===== src/design/bounded_deque_search_delete_unit_assert.svh =====
`ifndef BOUNDED_DEQUE_SEARCH_DELETE_UNIT_ASSERT_SVH
`define BOUNDED_DEQUE_SEARCH_DELETE_UNIT_ASSERT_SVH

// Same-cycle implication, checked at every rising clock edge outside reset.
`define BDSD_ASSERT_IMP(label, clk, rst, ante, cons) \
   label: assert property (@(posedge clk) disable iff (rst) (ante) |-> (cons)) \
      else $error("bdsd assertion failed");

// Next-cycle implication, checked at every rising clock edge outside reset.
`define BDSD_ASSERT_NXT(label, clk, rst, ante, cons) \
   label: assert property (@(posedge clk) disable iff (rst) (ante) |=> (cons)) \
      else $error("bdsd assertion failed");

`endif


===== src/design/bdsd_pkg.sv =====
package bdsd_pkg;

   localparam int DEPTH  = 16;
   localparam int WORD_W = 32;
   localparam int DATA_W = 32;
   localparam int FUNC_W = 4;
   localparam int IDX_W  = $clog2(DEPTH);
   localparam int CNT_W  = $clog2(DEPTH + 1);

   typedef enum logic [FUNC_W-1:0] {
      FN_PUSH_TAIL = 4'd0,
      FN_PUSH_HEAD = 4'd1,
      FN_POP_TAIL  = 4'd2,
      FN_POP_HEAD  = 4'd3,
      FN_PEEK_TAIL = 4'd4,
      FN_PEEK_HEAD = 4'd5,
      FN_FIND      = 4'd6,
      FN_DEL_TAIL  = 4'd7,
      FN_DEL_HEAD  = 4'd8
   } func_type;

   typedef enum logic [1:0] {
      STS_OK        = 2'd0,
      STS_EMPTY     = 2'd1,
      STS_FULL      = 2'd2,
      STS_NOT_FOUND = 2'd3
   } status_type;

   typedef enum logic [2:0] {
      S_IDLE,
      S_EXEC,
      S_FETCH,
      S_SCAN_RD,
      S_SCAN_CMP,
      S_SHIFT_RD,
      S_SHIFT_WR,
      S_DONE
   } seq_state_type;

   typedef struct packed {
      logic              rd_en;
      logic              wr_en;
      logic [IDX_W-1:0]  addr;
      logic [WORD_W-1:0] wr_data;
   } mem_cmd_type;

   typedef struct packed {
      logic [DATA_W-1:0] data;
      status_type        status;
      logic [CNT_W-1:0]  count;
   } result_type;

   // Physical slot of a logical position in the circular store.
   function automatic logic [IDX_W-1:0] bdsd_wrap(input logic [IDX_W-1:0] head,
                                                  input logic [IDX_W-1:0] pos);
      logic [IDX_W:0] sum;
      sum = {1'b0, head} + {1'b0, pos};
      if (sum >= (IDX_W + 1)'(DEPTH)) begin
         sum = sum - (IDX_W + 1)'(DEPTH);
      end
      return sum[IDX_W-1:0];
   endfunction

endpackage


===== src/design/bdsd_req_if.sv =====
interface bdsd_req_if import bdsd_pkg::*; ();
   logic              valid;
   logic              ready;
   logic [FUNC_W-1:0] func;
   logic [DATA_W-1:0] data;

   modport source (output valid, output func, output data, input ready);
   modport sink (input valid, input func, input data, output ready);
endinterface


===== src/design/bdsd_rsp_if.sv =====
interface bdsd_rsp_if import bdsd_pkg::*; ();
   logic              valid;
   logic              ready;
   logic [DATA_W-1:0] data_out;
   logic [1:0]        status;
   logic              is_empty;
   logic [CNT_W-1:0]  count;

   modport source (output valid, output data_out, output status, output is_empty,
                   output count, input ready);
   modport sink (input valid, input data_out, input status, input is_empty,
                 input count, output ready);
endinterface


===== src/design/bdsd_seq.sv =====
module bdsd_seq import bdsd_pkg::*; (
   input  logic              clock,
   input  logic              reset,
   input  logic              req_valid,
   input  logic [FUNC_W-1:0] req_func,
   input  logic [DATA_W-1:0] req_data,
   output logic              req_ready,
   input  logic              out_free,
   input  logic [WORD_W-1:0] rdata,
   output mem_cmd_type       mem_cmd,
   output logic              done,
   output result_type        result
);

   seq_state_type     state_ff, state_in;
   func_type          func_ff, func_in;
   logic [WORD_W-1:0] key_ff, key_in;
   logic [IDX_W-1:0]  head_ff, head_in;
   logic [CNT_W-1:0]  count_ff, count_in;
   logic [IDX_W-1:0]  step_ff, step_in;
   logic [IDX_W-1:0]  pos_ff, pos_in;
   logic [WORD_W-1:0] res_data_ff, res_data_in;
   status_type        res_status_ff, res_status_in;

   logic              accept;
   logic              from_tail;
   logic              is_full;
   logic              is_empty;
   logic              match;
   logic              last_step;
   logic              at_tail;
   logic              shift_end;
   logic [IDX_W-1:0]  head_dec;
   logic [IDX_W-1:0]  pos_sel;
   logic [IDX_W-1:0]  phys;

   assign accept    = req_valid && req_ready;
   assign from_tail = (func_ff != FN_DEL_HEAD);
   assign is_full   = (count_ff == CNT_W'(DEPTH));
   assign is_empty  = (count_ff == '0);
   assign match     = (rdata == key_ff);
   assign last_step = ((CNT_W'(step_ff) + CNT_W'(1)) == count_ff);
   assign at_tail   = ((CNT_W'(pos_ff) + CNT_W'(1)) == count_ff);
   assign shift_end = ((CNT_W'(pos_ff) + CNT_W'(2)) == count_ff);
   assign head_dec  = (head_ff == '0) ? IDX_W'(DEPTH - 1) : head_ff - IDX_W'(1);

   // Logical position fed to the shared slot adder.
   always_comb begin
      pos_sel = pos_ff;
      case (state_ff)
         S_EXEC: begin
            case (func_ff)
               FN_PUSH_TAIL:             pos_sel = IDX_W'(count_ff);
               FN_POP_TAIL, FN_PEEK_TAIL: pos_sel = IDX_W'(count_ff - CNT_W'(1));
               default:                  pos_sel = '0;
            endcase
         end
         S_FETCH:    pos_sel = IDX_W'(1);
         S_SCAN_RD: begin
            if (from_tail) begin
               pos_sel = IDX_W'(count_ff - CNT_W'(1) - CNT_W'(step_ff));
            end else begin
               pos_sel = step_ff;
            end
         end
         S_SHIFT_RD: pos_sel = pos_ff + IDX_W'(1);
         default:    pos_sel = pos_ff;
      endcase
   end

   assign phys = bdsd_wrap(head_ff, pos_sel);

   // Next state.
   always_comb begin
      state_in = state_ff;
      case (state_ff)
         S_IDLE: begin
            if (accept) state_in = S_EXEC;
         end
         S_EXEC: begin
            case (func_ff)
               FN_POP_TAIL, FN_POP_HEAD, FN_PEEK_TAIL, FN_PEEK_HEAD: begin
                  state_in = is_empty ? S_DONE : S_FETCH;
               end
               FN_FIND, FN_DEL_TAIL, FN_DEL_HEAD: begin
                  state_in = is_empty ? S_DONE : S_SCAN_RD;
               end
               default: state_in = S_DONE;
            endcase
         end
         S_FETCH:   state_in = S_DONE;
         S_SCAN_RD: state_in = S_SCAN_CMP;
         S_SCAN_CMP: begin
            if (match) begin
               if (func_ff == FN_FIND || at_tail) begin
                  state_in = S_DONE;
               end else begin
                  state_in = S_SHIFT_RD;
               end
            end else if (last_step) begin
               state_in = S_DONE;
            end else begin
               state_in = S_SCAN_RD;
            end
         end
         S_SHIFT_RD: state_in = S_SHIFT_WR;
         S_SHIFT_WR: state_in = shift_end ? S_DONE : S_SHIFT_RD;
         S_DONE: begin
            if (out_free) state_in = S_IDLE;
         end
         default: state_in = S_IDLE;
      endcase
   end

   // Outputs, memory commands and datapath updates.
   always_comb begin
      func_in       = func_ff;
      key_in        = key_ff;
      head_in       = head_ff;
      count_in      = count_ff;
      step_in       = step_ff;
      pos_in        = pos_ff;
      res_data_in   = res_data_ff;
      res_status_in = res_status_ff;
      mem_cmd       = '0;
      req_ready     = (state_ff == S_IDLE);
      done          = 1'b0;
      case (state_ff)
         S_IDLE: begin
            if (accept) begin
               func_in = func_type'(req_func);
               key_in  = WORD_W'(req_data);
               step_in = '0;
            end
         end
         S_EXEC: begin
            res_data_in   = '0;
            res_status_in = STS_OK;
            case (func_ff)
               FN_PUSH_TAIL, FN_PUSH_HEAD: begin
                  if (is_full) begin
                     res_status_in = STS_FULL;
                  end else begin
                     mem_cmd.wr_en   = 1'b1;
                     mem_cmd.wr_data = key_ff;
                     count_in        = count_ff + CNT_W'(1);
                     if (func_ff == FN_PUSH_HEAD) begin
                        mem_cmd.addr = head_dec;
                        head_in      = head_dec;
                     end else begin
                        mem_cmd.addr = phys;
                     end
                  end
               end
               FN_POP_TAIL, FN_POP_HEAD, FN_PEEK_TAIL, FN_PEEK_HEAD: begin
                  if (is_empty) begin
                     res_status_in = STS_EMPTY;
                  end else begin
                     mem_cmd.rd_en = 1'b1;
                     mem_cmd.addr  = phys;
                  end
               end
               FN_FIND, FN_DEL_TAIL, FN_DEL_HEAD: begin
                  if (is_empty) res_status_in = STS_NOT_FOUND;
               end
               default: res_status_in = STS_OK;
            endcase
         end
         S_FETCH: begin
            res_data_in = rdata;
            if (func_ff == FN_POP_TAIL) begin
               count_in = count_ff - CNT_W'(1);
            end else if (func_ff == FN_POP_HEAD) begin
               count_in = count_ff - CNT_W'(1);
               head_in  = phys;
            end
         end
         S_SCAN_RD: begin
            mem_cmd.rd_en = 1'b1;
            mem_cmd.addr  = phys;
            pos_in        = pos_sel;
         end
         S_SCAN_CMP: begin
            if (match) begin
               res_data_in = key_ff;
               if (func_ff != FN_FIND && at_tail) begin
                  count_in = count_ff - CNT_W'(1);
               end
            end else begin
               step_in = step_ff + IDX_W'(1);
               if (last_step) res_status_in = STS_NOT_FOUND;
            end
         end
         S_SHIFT_RD: begin
            mem_cmd.rd_en = 1'b1;
            mem_cmd.addr  = phys;
         end
         S_SHIFT_WR: begin
            mem_cmd.wr_en   = 1'b1;
            mem_cmd.addr    = phys;
            mem_cmd.wr_data = rdata;
            pos_in          = pos_ff + IDX_W'(1);
            if (shift_end) count_in = count_ff - CNT_W'(1);
         end
         S_DONE: begin
            done = out_free;
         end
         default: begin
            done = 1'b0;
         end
      endcase
   end

   assign result.data   = DATA_W'(res_data_ff);
   assign result.status = res_status_ff;
   assign result.count  = count_ff;

   always_ff @(posedge clock) begin
      if (reset) begin
         state_ff <= S_IDLE;
         head_ff  <= '0;
         count_ff <= '0;
      end else begin
         state_ff <= state_in;
         head_ff  <= head_in;
         count_ff <= count_in;
      end
   end

   always_ff @(posedge clock) begin
      func_ff       <= func_in;
      key_ff        <= key_in;
      step_ff       <= step_in;
      pos_ff        <= pos_in;
      res_data_ff   <= res_data_in;
      res_status_ff <= res_status_in;
   end

endmodule


===== src/design/bounded_deque_search_delete_unit.sv =====
// Channel   Modport  Beat contents                            Handshake
// req_bus   sink     func, data                               valid/ready
// rsp_bus   source   data_out, status, is_empty, count        valid/ready
//
// One request beat is worked on at a time; the request side is ready only while the sequencer
// is idle. A push goes through execute and done before its result is loaded, a pop or peek also
// through fetch. Find and delete compare one entry at a time through the single store port; a
// delete then closes the gap, reading and writing each later entry. The next request can be
// taken in the cycle after the result is loaded. Reset is synchronous and empties the queue;
// the store needs no clearing. A stalled result holds the sequencer in its final state only.

`include "bounded_deque_search_delete_unit_assert.svh"

module bounded_deque_search_delete_unit import bdsd_pkg::*; (
   input  logic      clock,
   input  logic      reset,
   bdsd_req_if.sink  req_bus,
   bdsd_rsp_if.source rsp_bus
);

   // The queue lives in a circular store: the sequencer keeps the head slot and
   // the entry count, so pushes and pops at either end need no data movement.
   logic [WORD_W-1:0] store [DEPTH];
   logic [WORD_W-1:0] rdata_ff;

   mem_cmd_type       mem_cmd;
   result_type        result;
   logic              done;
   logic              out_free;
   logic              req_ready;

   logic              rsp_valid_ff, rsp_valid_in;
   logic [DATA_W-1:0] rsp_data_ff;
   status_type        rsp_status_ff;
   logic              rsp_empty_ff;
   logic [CNT_W-1:0]  rsp_count_ff;

   // The output register frees up in the same cycle that its beat is taken.
   assign out_free = !rsp_valid_ff || rsp_bus.ready;

   bdsd_seq u_seq (
      .clock     (clock),
      .reset     (reset),
      .req_valid (req_bus.valid),
      .req_func  (req_bus.func),
      .req_data  (req_bus.data),
      .req_ready (req_ready),
      .out_free  (out_free),
      .rdata     (rdata_ff),
      .mem_cmd   (mem_cmd),
      .done      (done),
      .result    (result)
   );

   assign req_bus.ready = req_ready;

   // Single-port store with a registered read; the sequencer never issues a read
   // and a write in the same cycle.
   always_ff @(posedge clock) begin
      if (mem_cmd.wr_en) begin
         store[mem_cmd.addr] <= mem_cmd.wr_data;
      end
      if (mem_cmd.rd_en) begin
         rdata_ff <= store[mem_cmd.addr];
      end
   end

   // Result beat register.
   always_comb begin
      rsp_valid_in = rsp_valid_ff;
      if (done) begin
         rsp_valid_in = 1'b1;
      end else if (rsp_bus.ready) begin
         rsp_valid_in = 1'b0;
      end
   end

   always_ff @(posedge clock) begin
      if (reset) begin
         rsp_valid_ff <= 1'b0;
      end else begin
         rsp_valid_ff <= rsp_valid_in;
      end
   end

   always_ff @(posedge clock) begin
      if (done) begin
         rsp_data_ff   <= result.data;
         rsp_status_ff <= result.status;
         rsp_empty_ff  <= (result.count == '0);
         rsp_count_ff  <= result.count;
      end
   end

   assign rsp_bus.valid    = rsp_valid_ff;
   assign rsp_bus.data_out = rsp_data_ff;
   assign rsp_bus.status   = rsp_status_ff;
   assign rsp_bus.is_empty = rsp_empty_ff;
   assign rsp_bus.count    = rsp_count_ff;

   // A dropped push is only ever reported for a full queue.
   `BDSD_ASSERT_IMP(a_full_count, clock, reset, rsp_valid_ff && rsp_status_ff == STS_FULL, rsp_count_ff == CNT_W'(DEPTH))
   // An empty report always comes with an empty queue.
   `BDSD_ASSERT_IMP(a_empty_flag, clock, reset, rsp_valid_ff && rsp_status_ff == STS_EMPTY, rsp_empty_ff && rsp_count_ff == '0)
   // Once a request beat is taken, the sequencer is busy in the next cycle.
   `BDSD_ASSERT_NXT(a_busy_after_accept, clock, reset, req_bus.valid && req_ready, !req_ready)
   // The single store port carries a read or a write, never both.
   `BDSD_ASSERT_IMP(a_one_port_op, clock, reset, mem_cmd.rd_en, !mem_cmd.wr_en)

endmodule


===== src/flat_wrapper.sv =====
// flat-port wrapper written by rule: the top's interface ports become plain ports
module bounded_deque_search_delete_unit_flat import bdsd_pkg::*;
  (clock, reset, req_bus_valid, req_bus_func, req_bus_data, req_bus_ready, rsp_bus_valid, rsp_bus_data_out, rsp_bus_status, rsp_bus_is_empty, rsp_bus_count, rsp_bus_ready);
  bdsd_req_if req_bus_i ();
  bdsd_rsp_if rsp_bus_i ();
  input  logic clock;
  input  logic reset;
  input wire logic [$bits(req_bus_i.valid)-1:0] req_bus_valid;
  input wire logic [$bits(req_bus_i.func)-1:0] req_bus_func;
  input wire logic [$bits(req_bus_i.data)-1:0] req_bus_data;
  output wire logic [$bits(req_bus_i.ready)-1:0] req_bus_ready;
  output wire logic [$bits(rsp_bus_i.valid)-1:0] rsp_bus_valid;
  output wire logic [$bits(rsp_bus_i.data_out)-1:0] rsp_bus_data_out;
  output wire logic [$bits(rsp_bus_i.status)-1:0] rsp_bus_status;
  output wire logic [$bits(rsp_bus_i.is_empty)-1:0] rsp_bus_is_empty;
  output wire logic [$bits(rsp_bus_i.count)-1:0] rsp_bus_count;
  input wire logic [$bits(rsp_bus_i.ready)-1:0] rsp_bus_ready;
  assign req_bus_i.valid = req_bus_valid;
  assign req_bus_i.func = req_bus_func;
  assign req_bus_i.data = req_bus_data;
  assign req_bus_ready = req_bus_i.ready;
  assign rsp_bus_valid = rsp_bus_i.valid;
  assign rsp_bus_data_out = rsp_bus_i.data_out;
  assign rsp_bus_status = rsp_bus_i.status;
  assign rsp_bus_is_empty = rsp_bus_i.is_empty;
  assign rsp_bus_count = rsp_bus_i.count;
  assign rsp_bus_i.ready = rsp_bus_ready;
  bounded_deque_search_delete_unit u_core (.clock(clock), .reset(reset), .req_bus(req_bus_i), .rsp_bus(rsp_bus_i));
endmodule

===== config.mk =====
export PLATFORM = sky130hd
export DESIGN_NAME = bounded_deque_search_delete_unit_flat
export DESIGN_NICKNAME = d
export VERILOG_FILES = /design/src/design/bdsd_pkg.sv /design/src/design/bdsd_req_if.sv /design/src/design/bdsd_rsp_if.sv /design/src/design/bdsd_seq.sv /design/src/design/bounded_deque_search_delete_unit.sv /design/src/flat_wrapper.sv
export VERILOG_INCLUDE_DIRS = /design/src /design/src/design
export SDC_FILE = /design/constraint.sdc
export NUM_CORES = 1
export LEC_CHECK = 0
export BUFFER_PORTS_ARGS = -buffer_cell sky130_fd_sc_hd__buf_4
export CORE_ASPECT_RATIO = 0.9
export CORE_MARGIN = 1.5
export CORE_UTILIZATION = 35
export DETAILED_ROUTE_END_ITERATION = 7
export PLACE_DENSITY = 0.59
export REMOVE_ABC_BUFFERS = 1
export SLEW_MARGIN = 20
export SYNTH_ARGS = -nofsm -noshare
export SYNTH_HDL_FRONTEND = slang
export SYNTH_SLANG_ARGS = --single-unit

===== constraint.sdc =====
create_clock -name clock -period 6.8 [get_ports clock]
set_clock_uncertainty 0.2 [all_clocks]
set_input_delay 0.68 -clock clock [delete_from_list [all_inputs] [get_ports clock]]
set_output_delay 0.68 -clock clock [all_outputs]
set_load 0.1 [all_outputs]

==> results of run 1 <==
==> state kept, by name, indices dropped and copies added (netlist names), 5 cells and up <==
signal                    flops
u_core.rdata_ff              32
u_core.rsp_bus.count          5
u_core.rsp_bus.data_out      32
u_core.store                512
u_core.u_seq.count_ff         5
u_core.u_seq.key_ff          32
u_core.u_seq.res_data_ff     32
==> synthesized netlist by cell type, drive strengths merged, types with 13 or more instances <==
| master | number | area (um2) |
|---|---|---|
| edfxtp | 662 | 19900 |
| nand3 | 265 | 1330 |
| o21ai | 206 | 1030 |
| nand4 | 137 | 857 |
| clkbuf | 100 | 383 |
| buf | 76 | 379 |
| o2111ai | 66 | 578 |
| a22o | 65 | 569 |
| mux2 | 65 | 732 |
| xnor2 | 49 | 429 |
| nor2 | 40 | 150 |
| mux2i | 38 | 380 |
| nand2 | 26 | 100 |
| nor3 | 23 | 136 |
| a21oi | 18 | 90.1 |
| inv | 16 | 60.1 |
| dfxtp | 13 | 260 |
==> per-stage QoR <==
step	std cells	TNS, ns	power (uW)	util [%]	setup WS (ns)
3_5_place_dp	3025	0	8620	37.6	1.04
2_1_floorplan	1820	-4748.66	7390	-	-9.39
5_1_grt	3158	0	12900	40.6	0.723
4_1_cts	3158	0	12500	40.6	1.01
3_3_place_gp	3025	0	8580	37.6	1.14
6_report	3158	0	12400	40.6	0.971
==> per-layer routing <==
layer | up-vias | part of all wire, %
met5 | - | 0.024
met2 | 861 | 45
met1 | 9398 | 44
met3 | 126 | 8.8
li1 | 8064 | -
met4 | 2 | 2.7
==> power breakdown <==
| group | internal, uW | switching [uW] | leakage (uW) | total (uW) |
|---|---|---|---|---|
| clock network | 2230 | 1610 | 0.00111 | 3840 |
| logic | 1010 | 2230 | 0.00325 | 3250 |
| registers | 5090 | 241 | 0.00643 | 5330 |
==> final timing paths <==
kind / startpoint / end / slack [ns] / depth (start not counted)
worst min register to register: u_core.u_seq.res_data_ff[16]$_DFFE_PP_ / u_core.rsp_bus.data_out[16]$_DFFE_PP_ / 0.22 / 0
worst max register to register: u_core.u_seq.count_ff[1]$_SDFFE_PP0P_ / u_core.store[0][4]$_DFFE_PP_ / 0.97 / 17
worst min-delay path: req_bus_data[29] / u_core.u_seq.key_ff[29]$_DFFE_PP_ / 0.03 / 1
worst max-delay path: u_core.u_seq.count_ff[1]$_SDFFE_PP0P_ / u_core.store[0][4]$_DFFE_PP_ / 0.97 / 17
==> area by class of cell <==
cell class,count,share of cell area [%]
flip-flops and latches,675,61.5
multi-input cells,1128,23.5
clock buffers,92,5.86
well taps,1060,4.05
repair buffers,154,3.87
clock inverters,32,1.09
inverters,17,0.195
==> logic make-up (layout without fill, tap and decap cells) <==
logic type      count (synthesis)  in the layout  share of synthesized area, %
simple gates                  542            542                          10.4
mux                           103            103                          3.91
compound gates                411            411                          9.65
xor+xnor                       58             58                          1.78
fa+ha+maj                      14             14                         0.668
flops                         675            675                          70.7
buf+inv                       193            295                          2.90
==> timing repair <==
action / CTS / global route
endpoints found under the setup margin: 0 / 0
endpoints found under the hold margin: 9 / 0
hold buffers: 9 / 0
==> impl_metrics.toml, run 1 <==
[finish]
seqCellArea_mm2 = 0.0201
multi_input_area_mm2 = 0.00769
n_antenna_cell = 0
final_common_cell = "edfxtp_1"
nFillCells = 7420
areaGrowthSynthToFinish_pct = 15.1
drive_above_1_share_pct = 16.8
layout.nets = 2102
final_cell_mix = "662 x edfxtp_1, 265 x nand3_1, 203 x o21ai_0, 138 x buf_4, 137 x nand4_1"
fin_area_mm2 = 0.0328

[synth]
synth-warning-count = 0
synthCells = 1996
seq_area_frac_synth_pct = 70.7
synth_edf_count = 662
synth-async-reset-ratio_pct = 0
ys.flop_type = "edfxtp_1"
synth.avg_cell_area_um2 = 14.3
synthesis.area_mm2 = 0.0285
postSynthRegisterBits = 675
synth_cell_types = 70

[global_route]
grt_usage_pct = 19.0
use_met3_pct = 4.27
use_met2_pct = 28.5
grt_pass1_vias = 18000
grt_busiest_layer = "met2"
grt_antenna_before_repair = 1
grt_max_degree = 193
gr-total-overflow = 0
grt_pass1_wl_um = 119000
use_met1_pct = 27.3

[timing]
fin_crit_ns = 5.83
worst_pin_slew_ns = 1.30
holdWs_ns = 0.0315
finalCritPeriodShare_pct = 85.7
setup_viol = 0
rsz0062_at_grt = "no"
final_hold_viol_count = 0
drv_slew = 0
max_freq_mhz = 172
slew_headroom_pct = 13.6

[routing]
drc_errors = 0
ant_nets = 0
wl_per_cell_um = 25.5
vias_per_cell = 5.84
initialDrtViolationCount = 1947
firstDrtPassIters = 5
wl_um = 80600
via_count = 18500

[placement]
dpl_cell_area_mm2 = 0.0304
hpwl_um = 45600
io_buffers = 81
place_congestion = 0.855

[setup_path]
setup.worst_path.start_class = "flip-flop"
timing.critical_path.buf_inv = 5
endpoint_kind = "flip-flop"
critical_path_class = "reg -> reg"
cpLargestDelayFamily = "buffers and inverters"
path_cells = "inv_1, ha_1, inv_1, fa_1, a21oi_1, o21ai_0, mux2i_1, o221ai_1, inv_1, fa_1, xnor2_1, a32oi_1, and2_2, buf_4, nand2_1, nor3_2, buf_4"
cpPeakStageDelay_ns = 0.64
arrival_ns = 5.92
worst_path_most_repeated_cell = "inv_1"
worstPathMaxFanout = 66
crit_required_ns = 6.89
critPathSlowestCell = "dfxtp_1"

[cts]
clkLatencyLatePin_ns = 0.63
cts_resized = 0
h-tree-depth = 3
clockBufferDepth = 3
clock_sinks = 675
post-cts-setup-buffers = 0
clkTransAtPathRegs_ns = 0.06
ctsRootBufferMaster = "clkbuf_16"
cts_tree = "built"
numCtsBuffers = 72

[floorplanning]
die_x_um = 304
dieArea_mm2 = 0.0831
placementRows = 99
coreArea_mm2 = 0.0808
io_pins = 82
fp.dieH_um = 274
initial_core_util_pct = 35.3

[outcome]
status = "complete, no violations"

[pwr]
peakVddDrop_mv = 0.246
p_leak_uw = 0.0108
powerDensity_mw_per_mm2 = 379

[min_path]
min_path_type = "in -> reg"

[flow_run]
maxCapViolations = 0
(Power assumes the default switching activity.)
==> run 2: changes to the inputs <==
- PLACE_DENSITY: 0.59 -> default
==> run 2 against run 1 <==
Against the previous run: global-route usage up 0.45 points; via count up 0.61%; sequential share of layout area about the same; utilization about the same; critical path depth unchanged; clock power up 1%; total power up 0.38%; sequential power about the same; die area unchanged; cell count unchanged; highest routed layer is now met4.
==> impl_metrics.toml, run 2 (synthesis gave the netlist of run 1 again) <==
[floorplanning]
dieArea_mm2 = 0.0831
die_x_um = 304
io_pins = 82
placementRows = 99
coreArea_mm2 = 0.0808
fp.dieH_um = 274
initial_core_util_pct = 35.3

[cts]
clock_sinks = 675
h-tree-depth = 3
clockBufferDepth = 3
post-cts-setup-buffers = 0
clkLatencyLatePin_ns = 0.63
numCtsBuffers = 72
clkTransAtPathRegs_ns = 0.06
cts_tree = "built"
ctsRootBufferMaster = "clkbuf_16"

[min_path]
min_to = "u_core.u_seq.key_ff[9]$_DFFE_PP_"
hold_path_depth = 1
min_path_type = "in -> reg"
hp-start = "req_bus_data[9]"

[flow_run]
maxCapViolations = 0

[finish]
largest_reg_flops = 512
final_common_cell = "edfxtp_1"
areaGrowthSynthToFinish_pct = 15.0
n_antenna_cell = 0
drive_above_1_share_pct = 16.7
multi_input_area_mm2 = 0.00769
instances_no_fill = 3158
final_cell_mix = "662 x edfxtp_1, 265 x nand3_1, 203 x o21ai_0, 139 x buf_4, 137 x nand4_1"
nFillCells = 7382
largest-register = "u_core.store"
fin_area_mm2 = 0.0327
layout.nets = 2099
seqCellArea_mm2 = 0.0201

[setup_path]
cpPeakStageDelay_ns = 0.64
critPathSlowestCell = "buf_4"
reg2regPathDepth = 17
r2r_end = "u_core.store[10][10]$_DFFE_PP_"
worst_path_most_repeated_cell = "inv_1"
worstPathMaxFanout = 66
critical_path_class = "reg -> reg"
timing.critical_path.buf_inv = 5
cpLargestDelayFamily = "buffers and inverters"
arrival_ns = 6.03
r2r_start = "u_core.u_seq.count_ff[1]$_SDFFE_PP0P_"
setup.worst_path.start_class = "flip-flop"
endpoint_kind = "flip-flop"
reg2reg_slack_ns = 0.84
path_cells = "inv_1, ha_1, inv_1, fa_1, a21oi_1, o21ai_0, mux2i_1, o221ai_1, inv_1, fa_1, xnor2_1, a32oi_1, and2_2, buf_4, nand2_1, nor3b_2, buf_4"
crit_required_ns = 6.87

[pwr]
p_total_uw = 12500
peakVddDrop_mv = 0.203
p_leak_uw = 0.0108
powerDensity_mw_per_mm2 = 381

[timing]
drv_slew = 0
fin_crit_ns = 5.96
worst_pin_slew_ns = 1.16
max_freq_mhz = 168
rsz0062_at_grt = "no"
holdWs_ns = 0.0282
slew_headroom_pct = 22.4
final_hold_viol_count = 0
finalCritPeriodShare_pct = 87.7
setup_viol = 0

[routing]
wl_per_cell_um = 26.1
initialDrtViolationCount = 2122
wl_um = 82500
vias_per_cell = 5.88
ant_nets = 0
detailroute.wirelength.met2_um = 37200
firstDrtPassIters = 8
top_layer_used = "met4"
drc_errors = 0
via_count = 18600
dr_wl_met3_um = 7270
m1WireLength_um = 35700

[outcome]
status = "complete, no violations"

[global_route]
gr-total-overflow = 0
grt_max_degree = 193
grt_usage_pct = 19.5
grt_pass1_wl_um = 121000
grt_antenna_before_repair = 0
grt_pass1_vias = 18200

[placement]
place_congestion = 0.833
numPlacedInstances = 3025
dpl_cell_area_mm2 = 0.0304
io_buffers = 81
hpwl_um = 45500
-- run 2: changes by cell type in the layout (fill, tap and decap cells not counted) --
cell           change
dlygate4sd3_1      -3
clkbuf_1           -3
clkinv_4           +2
buf_12             -1
clkinv_1           +8
clkinv_8           -1
clkinv_16          +1
buf_4              +1
clkinv_2           -4
-- run 2: metrics by stage --
step                      TNS [ns]  setup slack [ns]  util [%]
after floorplan           -4748.66             -9.39         -
after global placement           0              1.06      37.6
after detailed placement         0             0.965      37.6
after CTS                        0             0.914      40.5
after global routing             0             0.437      40.5
final                            0             0.838      40.5
-- run 2: area by class of cell --
cell class,count,share of cell area (%)
timing repair buffer,151,3.74
multi-input combinational,1128,23.5
tap,1060,4.05
inverter,17,0.195
clock buffer,89,5.83
sequential,675,61.5
clock inverter,38,1.21
-- run 2: how the worst max path moves through the flow --
stage	depth (start not counted)	slack (ns)	to	startpoint
floorplan	15	-9.39	u_core.store[2][0]$_DFFE_PP_	u_core.u_seq.count_ff[1]$_SDFFE_PP0P_
global placement	17	1.06	u_core.store[0][4]$_DFFE_PP_	u_core.u_seq.count_ff[1]$_SDFFE_PP0P_
detailed placement	17	0.97	u_core.store[0][6]$_DFFE_PP_	u_core.u_seq.count_ff[1]$_SDFFE_PP0P_
CTS	17	0.91	u_core.store[10][23]$_DFFE_PP_	u_core.u_seq.count_ff[1]$_SDFFE_PP0P_
global route	17	0.44	u_core.store[0][6]$_DFFE_PP_	u_core.u_seq.count_ff[1]$_SDFFE_PP0P_
finish	17	0.84	u_core.store[10][10]$_DFFE_PP_	u_core.u_seq.count_ff[1]$_SDFFE_PP0P_
-- run 2: power breakdown --
group	internal [uW]	switching [uW]	leakage, uW
clock network	2230	1650	0.00112
registers	5090	260	0.00643
logic	1010	2210	0.00323
-- run 2: timing repair --
| action | CTS | global route |
|---|---|---|
| hold buffers | 6 | 0 |
| endpoints found under the hold margin | 6 | 0 |
| gates resized for setup | 0 | 0 |
-- run 2: layer usage --
metal | vias to the layer above | GRT usage (%)
li1 | 8054 | -
met1 | 9397 | 27.5
met2 | 964 | 30.2
met3 | 148 | 3.79
met4 | 0 | 6.19
met5 | - | 0
==> run 3: changes to the inputs <==
- clock period: 6.8 -> 5.6 ns (I/O delays scaled with it)
==> run 3 against run 2 <==
Against the previous run: wire length grew 2.0%; cell area is 1.8% higher; combinational power increased by 28%; clock power rose by 19%; utilization grew 0.73 points; global-route usage rose by 0.47 points; sequential share of layout area shrank 1.1 points; register-to-register slack got worse by 0.56 ns; die area is the same; sequential cell count is the same; setup slack got worse by 0.56 ns.
==> impl_metrics.toml, run 3 (synthesis gave the netlist of run 1 again) <==
[outcome]
status = "complete, no violations"

[cts]
clkTransAtPathRegs_ns = 0.06
numCtsBuffers = 70
clock_sinks = 675
clkLatencyLatePin_ns = 0.65
h-tree-depth = 3
ctsRootBufferMaster = "clkbuf_16"
post-cts-setup-buffers = 0
cts_tree = "built"
clockBufferDepth = 3

[floorplanning]
placementRows = 99
die_x_um = 304
fp.dieH_um = 274
initial_core_util_pct = 35.3
io_pins = 82
dieArea_mm2 = 0.0831
coreArea_mm2 = 0.0808

[setup_path]
critical_path_class = "reg -> reg"
worstPathMaxFanout = 64
reg2reg_slack_ns = 0.28
cpLargestDelayFamily = "simple AND/OR/NAND/NOR gates"
path_cells = "or4b_1, nand2_1, o211ai_1, o311a_1, nor3_1, ha_1, inv_1, fa_1, inv_1, a22oi_2, nand2_4, buf_12, o21ai_1, nor3_2, buf_4"
endpoint_kind = "flip-flop"
critPathSlowestCell = "or4b_1"
setup.worst_path.start_class = "flip-flop"
arrival_ns = 5.44
timing.critical_path.buf_inv = 4
worst_path_most_repeated_cell = "inv_1"
crit_required_ns = 5.72
cpPeakStageDelay_ns = 0.73

[routing]
via_count = 18600
firstDrtPassIters = 6
ant_nets = 0
drc_errors = 0
wl_per_cell_um = 26.2
initialDrtViolationCount = 2203
wl_um = 84100
vias_per_cell = 5.79

[finish]
largest-register = "u_core.store"
seqCellArea_mm2 = 0.0201
multi_input_area_mm2 = 0.00769
drive_above_1_share_pct = 17.4
nFillCells = 7329
instances_no_fill = 3213
fin_util_pct = 41.3
final_cell_mix = "662 x edfxtp_1, 265 x nand3_1, 203 x o21ai_0, 153 x buf_4, 137 x nand4_1"
n_antenna_cell = 0
layout.nets = 2151
final_common_cell = "edfxtp_1"
largest_reg_flops = 512
areaGrowthSynthToFinish_pct = 17.1

[global_route]
grt_antenna_before_repair = 6
grt_max_degree = 115
grt_pass1_wl_um = 124000
gr-total-overflow = 0
grt_usage_pct = 19.9
grt_pass1_vias = 18100

[timing]
drv_slew = 0
finalCritPeriodShare_pct = 95.0
worst_pin_slew_ns = 1.05
max_freq_mhz = 188
setup_viol = 0
slew_headroom_pct = 29.6
rsz0062_at_grt = "no"
fin_crit_ns = 5.32
final_hold_viol_count = 0

[flow_run]
maxCapViolations = 0

[placement]
io_buffers = 81
place_congestion = 0.856
hpwl_um = 52100
numPlacedInstances = 3049

[pwr]
p_leak_uw = 0.0110
powerDensity_mw_per_mm2 = 457
peakVddDrop_mv = 0.243

[min_path]
min_path_type = "in -> reg"
-- run 3: worst paths after layout --
path                                                        startpoint                                     to  depth (start not counted)
worst max register to register       u_core.u_seq.func_ff[0]$_DFFE_PP_           u_core.store[2][6]$_DFFE_PP_                         15
worst min register to register  u_core.u_seq.res_data_ff[19]$_DFFE_PP_  u_core.rsp_bus.data_out[19]$_DFFE_PP_                          0
worst max-delay path                 u_core.u_seq.func_ff[0]$_DFFE_PP_           u_core.store[2][6]$_DFFE_PP_                         15
worst min-delay path                                     req_bus_valid  u_core.u_seq.state_ff[0]$_SDFFE_PP0P_                          3
-- run 3: timing repair --
item / CTS / global route
hold buffers: 36 / 0
endpoints found under the hold margin: 36 / 0
gates resized for setup: 0 / 0
-- run 3: worst reg2reg max path, delay by kind of cell (launching register included) --
| kind | cells | cell delay, ns |
|---|---|---|
| buffers and inverters | 4 | 0.93 |
| AND/OR/NAND/NOR | 5 | 1.86 |
| flip-flops | 1 | 0.39 |
| adder cells (fa/ha/maj) | 2 | 0.74 |
| AO/OA/AOI/OAI | 4 | 0.89 |
-- run 3: final cells by class --
class | instances | area share [%]
tap | 1060 | 3.98
multi-input combinational | 1128 | 23.1
inverter | 17 | 0.191
timing repair buffer | 205 | 5.49
clock inverter | 38 | 1.25
clock buffer | 90 | 5.61
sequential | 675 | 60.4
-- run 3: power breakdown --
group	switching, uW	internal (uW)
Clock	1970	2670
Sequential	277	6180
Combinational	2810	1330
Total	5050	10200
-- run 3: per-stage QoR --
| stage | total power, uW | setup WS, ns | setup TNS, ns | cell area, um2 | hold WS (ns) |
|---|---|---|---|---|---|
| 3_5_place_dp | 10600 | 0.319 | 0 | 30700 | 0.205 |
| 2_1_floorplan | 8980 | -10.59 | -5401.46 | 27700 | 0.200 |
| 5_1_grt | 15800 | 0.00686 | 0 | 33300 | 0.0293 |
| 3_3_place_gp | 10600 | 0.387 | 0 | 30700 | 0.202 |
| 6_report | 15200 | 0.282 | 0 | 33300 | 0.0464 |
| 4_1_cts | 15300 | 0.277 | 0 | 33300 | 0.0195 |
-- run 3: per-layer routing --
metal  global-route usage [%]  vias up  part of all wire, %
met5                        0        -                0.032
met4                     5.65        4                  2.2
met3                     3.93      113                  8.6
met2                     31.3      901                   46
met1                     28.2     9418                   43
li1                         -     8170                    -
